File: config.mk
export PLATFORM = sky130hd
export DESIGN_NAME = block_mapped_ftl_with_log_pages
export DESIGN_NICKNAME = d
export VERILOG_FILES = /design/src/design/bmftl_pkg.sv /design/src/design/block_mapped_ftl_with_log_pages.sv /design/src/design/bmftl_ram.sv
export SDC_FILE = /design/constraint.sdc
export NUM_CORES = 2
export LEC_CHECK = 0
export BUFFER_PORTS_ARGS = -buffer_cell sky130_fd_sc_hd__buf_4
export CAP_MARGIN = 0
export CORE_MARGIN = 2
export CORE_UTILIZATION = 43
export CTS_BUF_LIST = sky130_fd_sc_hd__clkbuf_8
export CTS_CLUSTER_DIAMETER = 40
export CTS_CLUSTER_SIZE = 40
export DETAILED_ROUTE_END_ITERATION = 6
export PLACE_DENSITY = 0.66
export SLEW_MARGIN = 20
export SYNTH_ARGS = -nofsm -noshare
export SYNTH_HDL_FRONTEND = slang
export SYNTH_SLANG_ARGS = --single-unit
File: constraint.sdc
create_clock -name clk -period 7.1 [get_ports clk]
set_input_delay 1.42 -clock clk [delete_from_list [all_inputs] [get_ports clk]]
set_output_delay 1.42 -clock clk [all_outputs]
set_load 0.02 [all_outputs]
File: src/design/bmftl_pkg.sv
// Shared constants and word types for the block-mapped flash translation layer.
package bmftl_pkg;

	localparam int DATA_BLOCKS     = 16;
	localparam int BLOCK_PAGES     = 8;
	localparam int BUF_PAGES       = 4;
	localparam int NONBUF_PAGES    = BLOCK_PAGES - BUF_PAGES;
	localparam int TOTAL_BLOCKS    = DATA_BLOCKS + 1;
	localparam int TOTAL_PAGES     = TOTAL_BLOCKS * BLOCK_PAGES;

	localparam int LSN_W   = 6;
	localparam int ADDR_W  = 8;
	localparam int TAG_W   = 7;
	localparam int PBN_W   = 5;
	localparam int LBN_W   = 4;
	localparam int OFF_W   = 2;
	localparam int BIDX_W  = 2;
	localparam int PAGE_W  = 3;
	localparam int PIDX_W  = $clog2(TOTAL_PAGES);

	localparam logic [TAG_W-1:0] EMPTY_TAG = 7'h40;

	localparam logic OP_READ  = 1'b0;
	localparam logic OP_WRITE = 1'b1;

	localparam logic [1:0] CMD_READ    = 2'd0;
	localparam logic [1:0] CMD_PROGRAM = 2'd1;
	localparam logic [1:0] CMD_ERASE   = 2'd2;

	localparam logic SRC_HOST = 1'b0;
	localparam logic SRC_COPY = 1'b1;

	typedef struct packed {
		logic             op;
		logic [LSN_W-1:0] lsn;
	} req_t;

	typedef struct packed {
		logic [1:0]        cmd;
		logic [ADDR_W-1:0] address;
		logic              source;
		logic [LSN_W-1:0]  spare_tag;
		logic              last;
	} rsp_t;

endpackage

File: src/design/block_mapped_ftl_with_log_pages.sv
// One request at a time: busy is high until the last command is issued.
// The page tag memory has registered read data, so each tag lookup takes a read state and a compare state.
// Reset clears all page tags at once through per-page valid flags and restores the map.
// Each command word shows for one cycle on strobe; the receiver cannot stall.
module block_mapped_ftl_with_log_pages (
	input  logic            clk,
	input  logic            arst_n,
	input  logic            start,
	input  bmftl_pkg::req_t req,
	output logic            busy,
	output logic            strobe,
	output bmftl_pkg::rsp_t result
);
	import bmftl_pkg::*;

	localparam logic [3:0] S_IDLE        = 4'd0;
	localparam logic [3:0] S_SCAN_RD     = 4'd1;
	localparam logic [3:0] S_SCAN_CMP    = 4'd2;
	localparam logic [3:0] S_RD_EMIT     = 4'd3;
	localparam logic [3:0] S_W_RD        = 4'd4;
	localparam logic [3:0] S_W_CHK       = 4'd5;
	localparam logic [3:0] S_W_PROG      = 4'd6;
	localparam logic [3:0] S_BUF_DONE    = 4'd7;
	localparam logic [3:0] S_MERGE_FIRST = 4'd8;
	localparam logic [3:0] S_MERGE_RD    = 4'd9;
	localparam logic [3:0] S_MERGE_CHK   = 4'd10;
	localparam logic [3:0] S_MERGE_CPRD  = 4'd11;
	localparam logic [3:0] S_MERGE_CPPG  = 4'd12;
	localparam logic [3:0] S_ERASE       = 4'd13;

	localparam logic [BIDX_W-1:0] BIDX_LAST = BIDX_W'(BUF_PAGES - 1);
	localparam logic [OFF_W:0]    I_END     = (OFF_W+1)'(NONBUF_PAGES);

	logic [3:0]       state_q, ret_q;
	logic [LSN_W-1:0] lsn_q;
	logic [PBN_W-1:0] pbn_q, spare_q;
	logic [PBN_W-1:0] map_q [DATA_BLOCKS];
	logic [TAG_W-1:0] key_q;
	logic [BIDX_W-1:0] idx_q;
	logic             up_q, found_q;
	logic [OFF_W:0]   i_q;
	logic [TOTAL_PAGES-1:0] valid_q;
	logic             rvalid_q;
	logic             strobe_q;
	rsp_t             result_q;

	logic [PIDX_W-1:0] raddr, waddr;
	logic [TAG_W-1:0]  wdata, rdata, tag_rd;
	logic              we;
	logic [OFF_W-1:0]  off;
	logic [LBN_W-1:0]  lbn;

	assign off = lsn_q[OFF_W-1:0];
	assign lbn = lsn_q[LSN_W-1:OFF_W];
	assign tag_rd = rvalid_q ? rdata : EMPTY_TAG;

	// Tag memory address and write selection per state
	always_comb begin
		raddr = {pbn_q, 1'b1, idx_q};
		we    = 1'b0;
		waddr = {pbn_q, 1'b0, off};
		wdata = {1'b0, lsn_q};
		case (state_q)
			S_W_RD:     raddr = {pbn_q, 1'b0, off};
			S_MERGE_RD: raddr = {pbn_q, 1'b0, i_q[OFF_W-1:0]};
			S_W_CHK:    we = (tag_rd == EMPTY_TAG);
			S_BUF_DONE: begin
				we    = found_q;
				waddr = {pbn_q, 1'b1, idx_q};
			end
			S_MERGE_FIRST: begin
				we    = 1'b1;
				waddr = {spare_q, 1'b0, off};
			end
			S_MERGE_CPPG: begin
				we    = 1'b1;
				waddr = {spare_q, 1'b0, i_q[OFF_W-1:0]};
				wdata = key_q;
			end
			default: ;
		endcase
	end

	bmftl_ram #(.WIDTH(TAG_W), .DEPTH(TOTAL_PAGES)) u_tags (
		.clk   (clk),
		.we    (we),
		.waddr (waddr),
		.wdata (wdata),
		.raddr (raddr),
		.rdata (rdata)
	);

	always_ff @(posedge clk) begin
		rvalid_q <= valid_q[raddr];
	end

	always_ff @(posedge clk or negedge arst_n) begin
		if (!arst_n) begin
			state_q  <= S_IDLE;
			ret_q    <= S_IDLE;
			valid_q  <= '0;
			spare_q  <= PBN_W'(DATA_BLOCKS);
			for (int k = 0; k < DATA_BLOCKS; k++) begin
				map_q[k] <= PBN_W'(k);
			end
			strobe_q <= 1'b0;
			lsn_q    <= '0;
			pbn_q    <= '0;
			key_q    <= '0;
			idx_q    <= '0;
			up_q     <= 1'b0;
			found_q  <= 1'b0;
			i_q      <= '0;
			result_q <= '0;
		end else begin
			strobe_q <= 1'b0;
			result_q <= '0;
			if (we) begin
				valid_q[waddr] <= 1'b1;
			end
			case (state_q)
				S_IDLE: begin
					if (start) begin
						lsn_q <= req.lsn;
						pbn_q <= map_q[req.lsn[LSN_W-1:OFF_W]];
						if (req.op == OP_READ) begin
							key_q <= {1'b0, req.lsn};
							idx_q <= BIDX_LAST;
							up_q  <= 1'b0;
							ret_q <= S_RD_EMIT;
							state_q <= S_SCAN_RD;
						end else begin
							state_q <= S_W_RD;
						end
					end
				end
				S_SCAN_RD: state_q <= S_SCAN_CMP;
				S_SCAN_CMP: begin
					if (tag_rd == key_q) begin
						found_q <= 1'b1;
						state_q <= ret_q;
					end else if ((up_q && idx_q == BIDX_LAST) ||
					             (!up_q && idx_q == '0)) begin
						found_q <= 1'b0;
						state_q <= ret_q;
					end else begin
						idx_q   <= up_q ? idx_q + 1'b1 : idx_q - 1'b1;
						state_q <= S_SCAN_RD;
					end
				end
				S_RD_EMIT: begin
					strobe_q           <= 1'b1;
					result_q.cmd       <= CMD_READ;
					result_q.address   <= found_q ? {pbn_q, 1'b1, idx_q} : {pbn_q, 1'b0, off};
					result_q.last      <= 1'b1;
					state_q            <= S_IDLE;
				end
				S_W_RD: state_q <= S_W_CHK;
				S_W_CHK: begin
					strobe_q         <= 1'b1;
					result_q.cmd     <= CMD_READ;
					result_q.address <= {pbn_q, 1'b0, off};
					if (tag_rd == EMPTY_TAG) begin
						state_q <= S_W_PROG;
					end else if (tag_rd == {1'b0, lsn_q}) begin
						key_q   <= EMPTY_TAG;
						idx_q   <= '0;
						up_q    <= 1'b1;
						ret_q   <= S_BUF_DONE;
						state_q <= S_SCAN_RD;
					end else begin
						// foreign sector in the data page: stop after the read
						result_q.last <= 1'b1;
						state_q       <= S_IDLE;
					end
				end
				S_W_PROG: begin
					strobe_q           <= 1'b1;
					result_q.cmd       <= CMD_PROGRAM;
					result_q.address   <= {pbn_q, 1'b0, off};
					result_q.source    <= SRC_HOST;
					result_q.spare_tag <= lsn_q;
					result_q.last      <= 1'b1;
					state_q            <= S_IDLE;
				end
				S_BUF_DONE: begin
					if (found_q) begin
						strobe_q           <= 1'b1;
						result_q.cmd       <= CMD_PROGRAM;
						result_q.address   <= {pbn_q, 1'b1, idx_q};
						result_q.source    <= SRC_HOST;
						result_q.spare_tag <= lsn_q;
						result_q.last      <= 1'b1;
						state_q            <= S_IDLE;
					end else begin
						state_q <= S_MERGE_FIRST;
					end
				end
				S_MERGE_FIRST: begin
					strobe_q           <= 1'b1;
					result_q.cmd       <= CMD_PROGRAM;
					result_q.address   <= {spare_q, 1'b0, off};
					result_q.source    <= SRC_HOST;
					result_q.spare_tag <= lsn_q;
					i_q                <= '0;
					state_q            <= S_MERGE_RD;
				end
				S_MERGE_RD: begin
					if (i_q == I_END) begin
						state_q <= S_ERASE;
					end else if (i_q[OFF_W-1:0] == off) begin
						i_q <= i_q + 1'b1;
					end else begin
						state_q <= S_MERGE_CHK;
					end
				end
				S_MERGE_CHK: begin
					if (tag_rd == EMPTY_TAG) begin
						i_q     <= i_q + 1'b1;
						state_q <= S_MERGE_RD;
					end else begin
						key_q   <= tag_rd;
						idx_q   <= BIDX_LAST;
						up_q    <= 1'b0;
						ret_q   <= S_MERGE_CPRD;
						state_q <= S_SCAN_RD;
					end
				end
				S_MERGE_CPRD: begin
					strobe_q         <= 1'b1;
					result_q.cmd     <= CMD_READ;
					result_q.address <= found_q ? {pbn_q, 1'b1, idx_q}
					                            : {pbn_q, 1'b0, i_q[OFF_W-1:0]};
					state_q          <= S_MERGE_CPPG;
				end
				S_MERGE_CPPG: begin
					strobe_q           <= 1'b1;
					result_q.cmd       <= CMD_PROGRAM;
					result_q.address   <= {spare_q, 1'b0, i_q[OFF_W-1:0]};
					result_q.source    <= SRC_COPY;
					result_q.spare_tag <= key_q[LSN_W-1:0];
					i_q                <= i_q + 1'b1;
					state_q            <= S_MERGE_RD;
				end
				S_ERASE: begin
					strobe_q         <= 1'b1;
					result_q.cmd     <= CMD_ERASE;
					result_q.address <= ADDR_W'(pbn_q);
					result_q.last    <= 1'b1;
					// drop every tag of the erased block
					for (int k = 0; k < BLOCK_PAGES; k++) begin
						valid_q[{pbn_q, PAGE_W'(k)}] <= 1'b0;
					end
					map_q[lbn] <= spare_q;
					spare_q    <= pbn_q;
					state_q    <= S_IDLE;
				end
				default: state_q <= S_IDLE;
			endcase
		end
	end

	assign busy   = (state_q != S_IDLE);
	assign strobe = strobe_q;
	assign result = result_q;

`ifndef SYNTH
	a_start_busy: assert property (@(posedge clk) disable iff (!arst_n)
		start && !busy |=> busy)
		else $error("accepted word did not raise busy");
	a_end_last: assert property (@(posedge clk) disable iff (!arst_n)
		$fell(busy) |-> strobe && result.last)
		else $error("request ended without a last command");
	a_erase_last: assert property (@(posedge clk) disable iff (!arst_n)
		strobe && result.cmd == CMD_ERASE |-> result.last)
		else $error("erase not flagged last");
	a_last_idle: assert property (@(posedge clk) disable iff (!arst_n)
		strobe && result.last |-> !busy)
		else $error("last command while still busy");
	a_spare_range: assert property (@(posedge clk) disable iff (!arst_n)
		spare_q <= PBN_W'(DATA_BLOCKS))
		else $error("spare block out of range");
`endif
endmodule

File: src/design/bmftl_ram.sv
// Generic single-write, single-read RAM with registered read data.
module bmftl_ram #(
	parameter int WIDTH = 8,
	parameter int DEPTH = 16
) (
	input  logic                     clk,
	input  logic                     we,
	input  logic [$clog2(DEPTH)-1:0] waddr,
	input  logic [WIDTH-1:0]         wdata,
	input  logic [$clog2(DEPTH)-1:0] raddr,
	output logic [WIDTH-1:0]         rdata
);
	logic [WIDTH-1:0] mem [DEPTH];

	always_ff @(posedge clk) begin
		if (we) begin
			mem[waddr] <= wdata;
		end
		rdata <= mem[raddr];
	end
endmodule
## Word-level counts from Yosys, hierarchy flattened

Memory sizes are Yosys's and may differ from the RTL's. A register that Yosys moved wholly into a read port is not among the register bits.
Cells that the tools add are included.

- Register bits after elaboration: 274
- Memory bits (writable): 952
- Input bits: 10
- Output and inout port bits: 20
- Word-level logic and storage cells: 229
- Memories kept: 1

- $add $sub $neg: 3
- Magnitude comparators: 22
- Eq/ne operators: 30
- Multiplexer cells: 89
- Bitwise gates (word level): 19
- Reduce and logical (&&, ||, !) cells: 31

Memory list:

| memory | words | width | read ports | clocked after memory_dff | write ports | line | source |
|---|---|---|---|---|---|---|---|
| u_tags.mem | 136 | 7 | 1 | 1 | 1 | bmftl_ram.sv:13 | `logic [WIDTH-1:0] mem [DEPTH];` |

Operator list:

| operator | count |
|---|---|
| $and A136 B136 Y136 | 8 |
| $mux W136 | 2 |
| $not A129 Y136 | 1 |
| $not A130 Y136 | 1 |
| $not A131 Y136 | 1 |
| $not A132 Y136 | 1 |
| $not A133 Y136 | 1 |
| $not A134 Y136 | 1 |
| $not A135 Y136 | 1 |
| $not A136 Y136 | 1 |
| $or A136 B136 Y136 | 1 |
| $lt A8 B9 Y1 const B | 10 |
| $bwmux W80 | 1 |
| $pmux W10 S8 | 1 |
| $ge A8 B1 Y1 const B | 9 |
| $mux W4 | 13 |
| $mux W7 | 7 |
| $pmux W7 S3 | 2 |
| $demux W1 S5 | 8 |
| $pmux W4 S10 | 1 |
| $eq A4 B4 Y1 const B | 6 |
| $pmux W8 S3 | 1 |
| $mux W1 | 23 |
| $bmux W5 S4 | 1 |
| other kinds (45) | 92 |

## Longest topological paths before layout

- Depth after elaboration: 17
- Mapped depth: 14
- Mapped depth without buffers: 9

## Modules after synthesis

Synthesis repeated with hierarchy kept, for this count alone.

- Cells, all modules: 3,215
- Area, all modules: 51,061.5 um^2

Modules (own cells, without submodules):

| module | instances | cells an instance | area each (um^2) | sequential area each (um^2) |
|---|---|---|---|---|
| bmftl_ram | 1 | 1,895 | 37,639.8 | 28,727.6 |
| block_mapped_ftl_with_log_pages | 1 | 1,320 | 13,421.6 | 6,842.8 |

## Worst setup path after synthesis

No wires, ideal clock.

- Path type: register -> register
- Start point: reg state_q[1]
- End point: mem u_tags.mem[0][5] (netlist bit) (data pin)
- Setup time: 1.262 ns
- Data arrival time: 6.513 ns
- Data required time: 5.838 ns
- Slack: -0.675 ns
- Stages on the path, launching flop included: 6
- Path buffers: 2
- Clock period less this slack: 7.775 ns
- Cell sequence: dfrtp_1 > buf_6 > clkbuf_1 > nor2_1 > nand3_1 > o21ai_0

- Word-level cells in the longest chain between the ends: 2

RTL lines:

| what | line | source |
|---|---|---|
| start, declared | block_mapped_ftl_with_log_pages.sv:34 | `logic [3:0] state_q, ret_q;` |
| start signal, assigned | block_mapped_ftl_with_log_pages.sv:141 | `state_q <= ret_q;` |
| start signal, assigned | block_mapped_ftl_with_log_pages.sv:145 | `state_q <= ret_q;` |
| $eq A4 B4 Y1 | block_mapped_ftl_with_log_pages.sv:63 | `case (state_q)` |
| $mux W7 | block_mapped_ftl_with_log_pages.sv:63 |  |
| named net u_tags.wdata[5] | bmftl_ram.sv:9 | `input logic [WIDTH-1:0] wdata,` |
| end, declared | bmftl_ram.sv:13 |  |

The timed path passes the listed nets, and every way through them passes these cells.

## Worst setup path in the final report

- Start point: reg state_q[2]
- End point: reg u_tags.rdata[0], read port of u_tags.mem

- Word-level cells in the longest chain between the ends: 2
- Elaborated cells on any way between the ends: 3
- Those cells by class: eq/ne: 2; mux: 1

RTL lines:

| what | line | source |
|---|---|---|
| $eq A4 B4 Y1 / $eq A4 B3 Y1 (equally long branches) | block_mapped_ftl_with_log_pages.sv:63 |  |
| $pmux W3 S2 * | block_mapped_ftl_with_log_pages.sv:63 |  |
| end, declared | bmftl_ram.sv:11 | `output logic [WIDTH-1:0] rdata` |

Mark *: on every way between the ends. The rest lies on a longest branch, timed or not.
A chain may end at the register's enable or synchronous reset.

==> metrics.txt <==
status finished, final reports clean; Synth cell types 86; pre-CTS WS 1.71 ns; remaining antenna violation count 0; root buf cell clkbuf_8; TritonCTS Buffers 143; peak supply drop 0.333 mV; Async S/R FF share, synth 22.1%; GRT Util Overall 24.3%; # hold bufs at CTS 0; power per cell area 399 nW/µm²; placed cell areas 52400 µm²; CP Class reg -> reg; Die H 347 µm; crit-path max FO 91; number of port buffers 29; Post-synth EDFFs 952; syn nets 3597; Primary FF master, synth edfxtp_1; Via Count 32554; max layer used met5; core area 116000 µm²; first-pass GRT wire length 216000 µm; min Tclk post-route 5.47 ns; Final Util 47.8%; design area 55700 µm²; GR Overflow Total 0; area occupied by registers 35600 µm²; critical path endpoint category flop; Layout area overhead 10.0%; CTS Sinks 1232; Ports 30; Reg clk slew, reported paths 0.08 ns; final setup fails 0; Worst Path Arrival 6.20 ns; Final Hold Vio Count 0; most frequent cells in the layout edfxtp_1, nand2_1, dfrtp_1; achievable frequency 183 MHz; met2 WL 66000 µm; Min Hold Slack 0.489 ns; Power Total 22.2 mW; drt pass-1 iters 7; area of the multi-input gates 14100 µm²; detail-routed via count per cell 6.20; setup TNS 0 ns; htree depth 4; Synthesis Warnings 0; WP data required 7.83 ns; DRC errors left 0; vias in the first global route 31362; Final Skew 0.0626 ns; largest net degree at the start of global routing 152; row cnt 125; Synth area leader edfxtp_1; layout cells sized above 1 14.8%; Final #Nets 3620; initial antenna violation count 6; min-delay worst type reg -> reg; Rel. slew slack 23.1%; WL per Instance 28.1 µm; wirelength, routed 148000 µm; Iter 0 DRT Violations 4702; GPL Wtd Cong 0.934; Setup Fix Bufs, Post-CTS 0; placed insts 4987; Pleak 20.0 nW; # fillers 10049; Synth Cell Area 50600 µm²; Pins Over Slew Limit 0; commonest non-fill, non-tap cell in the layout edfxtp_1; starting density of the core 43.5%; FF+latch count, synth 1232; register area share after synthesis 70.4%; routed metal-1 wirelength 58700 µm; clock buffer depth 3; Final Cycle Share 77.1%; met3 WL post-DR 15700 µm; synthesized instance count 3585; unrepaired setup endpoints after global routing false; CTS tree done; CTS resizes 0; die area 120000 µm²; max-cap violation count 0; Die X 347 µm; syn avg cell area 14.1 µm²; final std cells w/o fill 5253; Final WS setup 1.63 ns; post-synth top area share 56.5%; Area contributors post-synth edfxtp_1, dfrtp_1, mux2i_1, nand2_1, mux2_2; worst skew pair latency 0.89 ns; Slew @ Worst Pin 1.14 ns; crit start category flop; DP HPWL 92100 µm
-- Yosys cell counts, types with 7 or more instances --
cell type	instances
xnor2_1	7
and2_1	11
a211oi_1	34
a31oi_1	71
mux2i_1	209
a32oi_1	36
or4_1	10
edfxtp_1	952
nor2b_1	8
a22oi_1	26
o41ai_1	8
a2111oi_0	12
buf_6	7
mux4_2	43
nand3_1	118
nand3b_1	7
nand2b_1	13
o2111ai_1	8
nand4_1	31
nor3_1	25
clkbuf_1	126
dfxtp_1	8
nor2_1	204
and3_1	61
inv_1	16
o22ai_1	68
dfrtp_1	239
buf_4	15
a221oi_1	18
a21oi_1	99
nand2_1	515
o32ai_1	8
o21a_1	137
o21ai_0	80
o211ai_1	8
mux2_2	105
buf_2	33
nor4_1	29
buf_1	28
dfstp_2	33
o31ai_1	7
-- logic make-up (layout without fill, tap and decap cells) --
kind of cell | after synthesis | count (layout) | share of synthesized area [%]
flops | 1232 | 1232 | 70.4
simple gates | 1061 | 1061 | 9.46
compound gates | 691 | 691 | 9.46
mux | 358 | 358 | 8.41
buf+inv | 229 | 372 | 2.04
xor+xnor | 12 | 12 | 0.208
fa+ha+maj | 2 | 2 | 0.0495
other cells | 0 | 1 | 0
-- sequential cells by signal, indices dropped and copies added, names as in the netlist, 3 cells and up --
name / count
key_q: 7
spare_q: 5
u_tags.mem: 952
i_q: 3
ret_q: 3
lsn_q: 6
map_q: 80
result: 18
state_q: 4
u_tags.rdata: 7
valid_q: 136
pbn_q: 5
-- worst max-delay path, cell delays in order (launching register included) --
cell and delay (ns):
dfrtp_1 0.98, nor4b_4 0.71, nor3_4 0.03, buf_4 0.26, nor2_8 0.75, buf_12 0.59, mux2i_1 0.26, o22ai_1 0.11
o41ai_1 0.88, o211ai_1 0.21, or4_1 0.43
-- routing by layer --
metal / up-vias / global-route usage, %
li1: 13779 / -
met1: 16485 / 33.3
met2: 1877 / 36.4
met3: 405 / 6.02
met4: 8 / 11.2
met5: - / 0.440
-- final timing paths --
path	start	to	slack, ns	depth (start not counted)
setup / recovery	state_q[2]	u_tags.rdata[0]	1.63	10
min in group asynchronous	arst_n	map_q[39]	0.52	1
setup reg to reg	state_q[2]	u_tags.rdata[0]	1.63	10
hold / removal	valid_q[14]	valid_q[14]	0.49	1
hold reg to reg	valid_q[14]	valid_q[14]	0.49	1
max in group asynchronous	arst_n	valid_q[39]	5.11	2
-- power by group --
group / switching [mW] / internal (mW)
sequential: 0.318 / 8.90
clock: 2.77 / 2.65
combinational: 5.54 / 2.04
total: 8.63 / 13.6
-- layout make-up --
cell class / instances / share of cell area, %
Tap cell: 1524 / 3.43
Antenna cell: 1 / 0.00450
Clock inverter: 108 / 1.87
Timing Repair Buffer: 89 / 1.33
Inverter: 18 / 0.121
Multi-Input combinational cell: 2124 / 25.4
Clock buffer: 157 / 3.88
Sequential cell: 1232 / 64.0
Power figures use the tool's default switching activity.
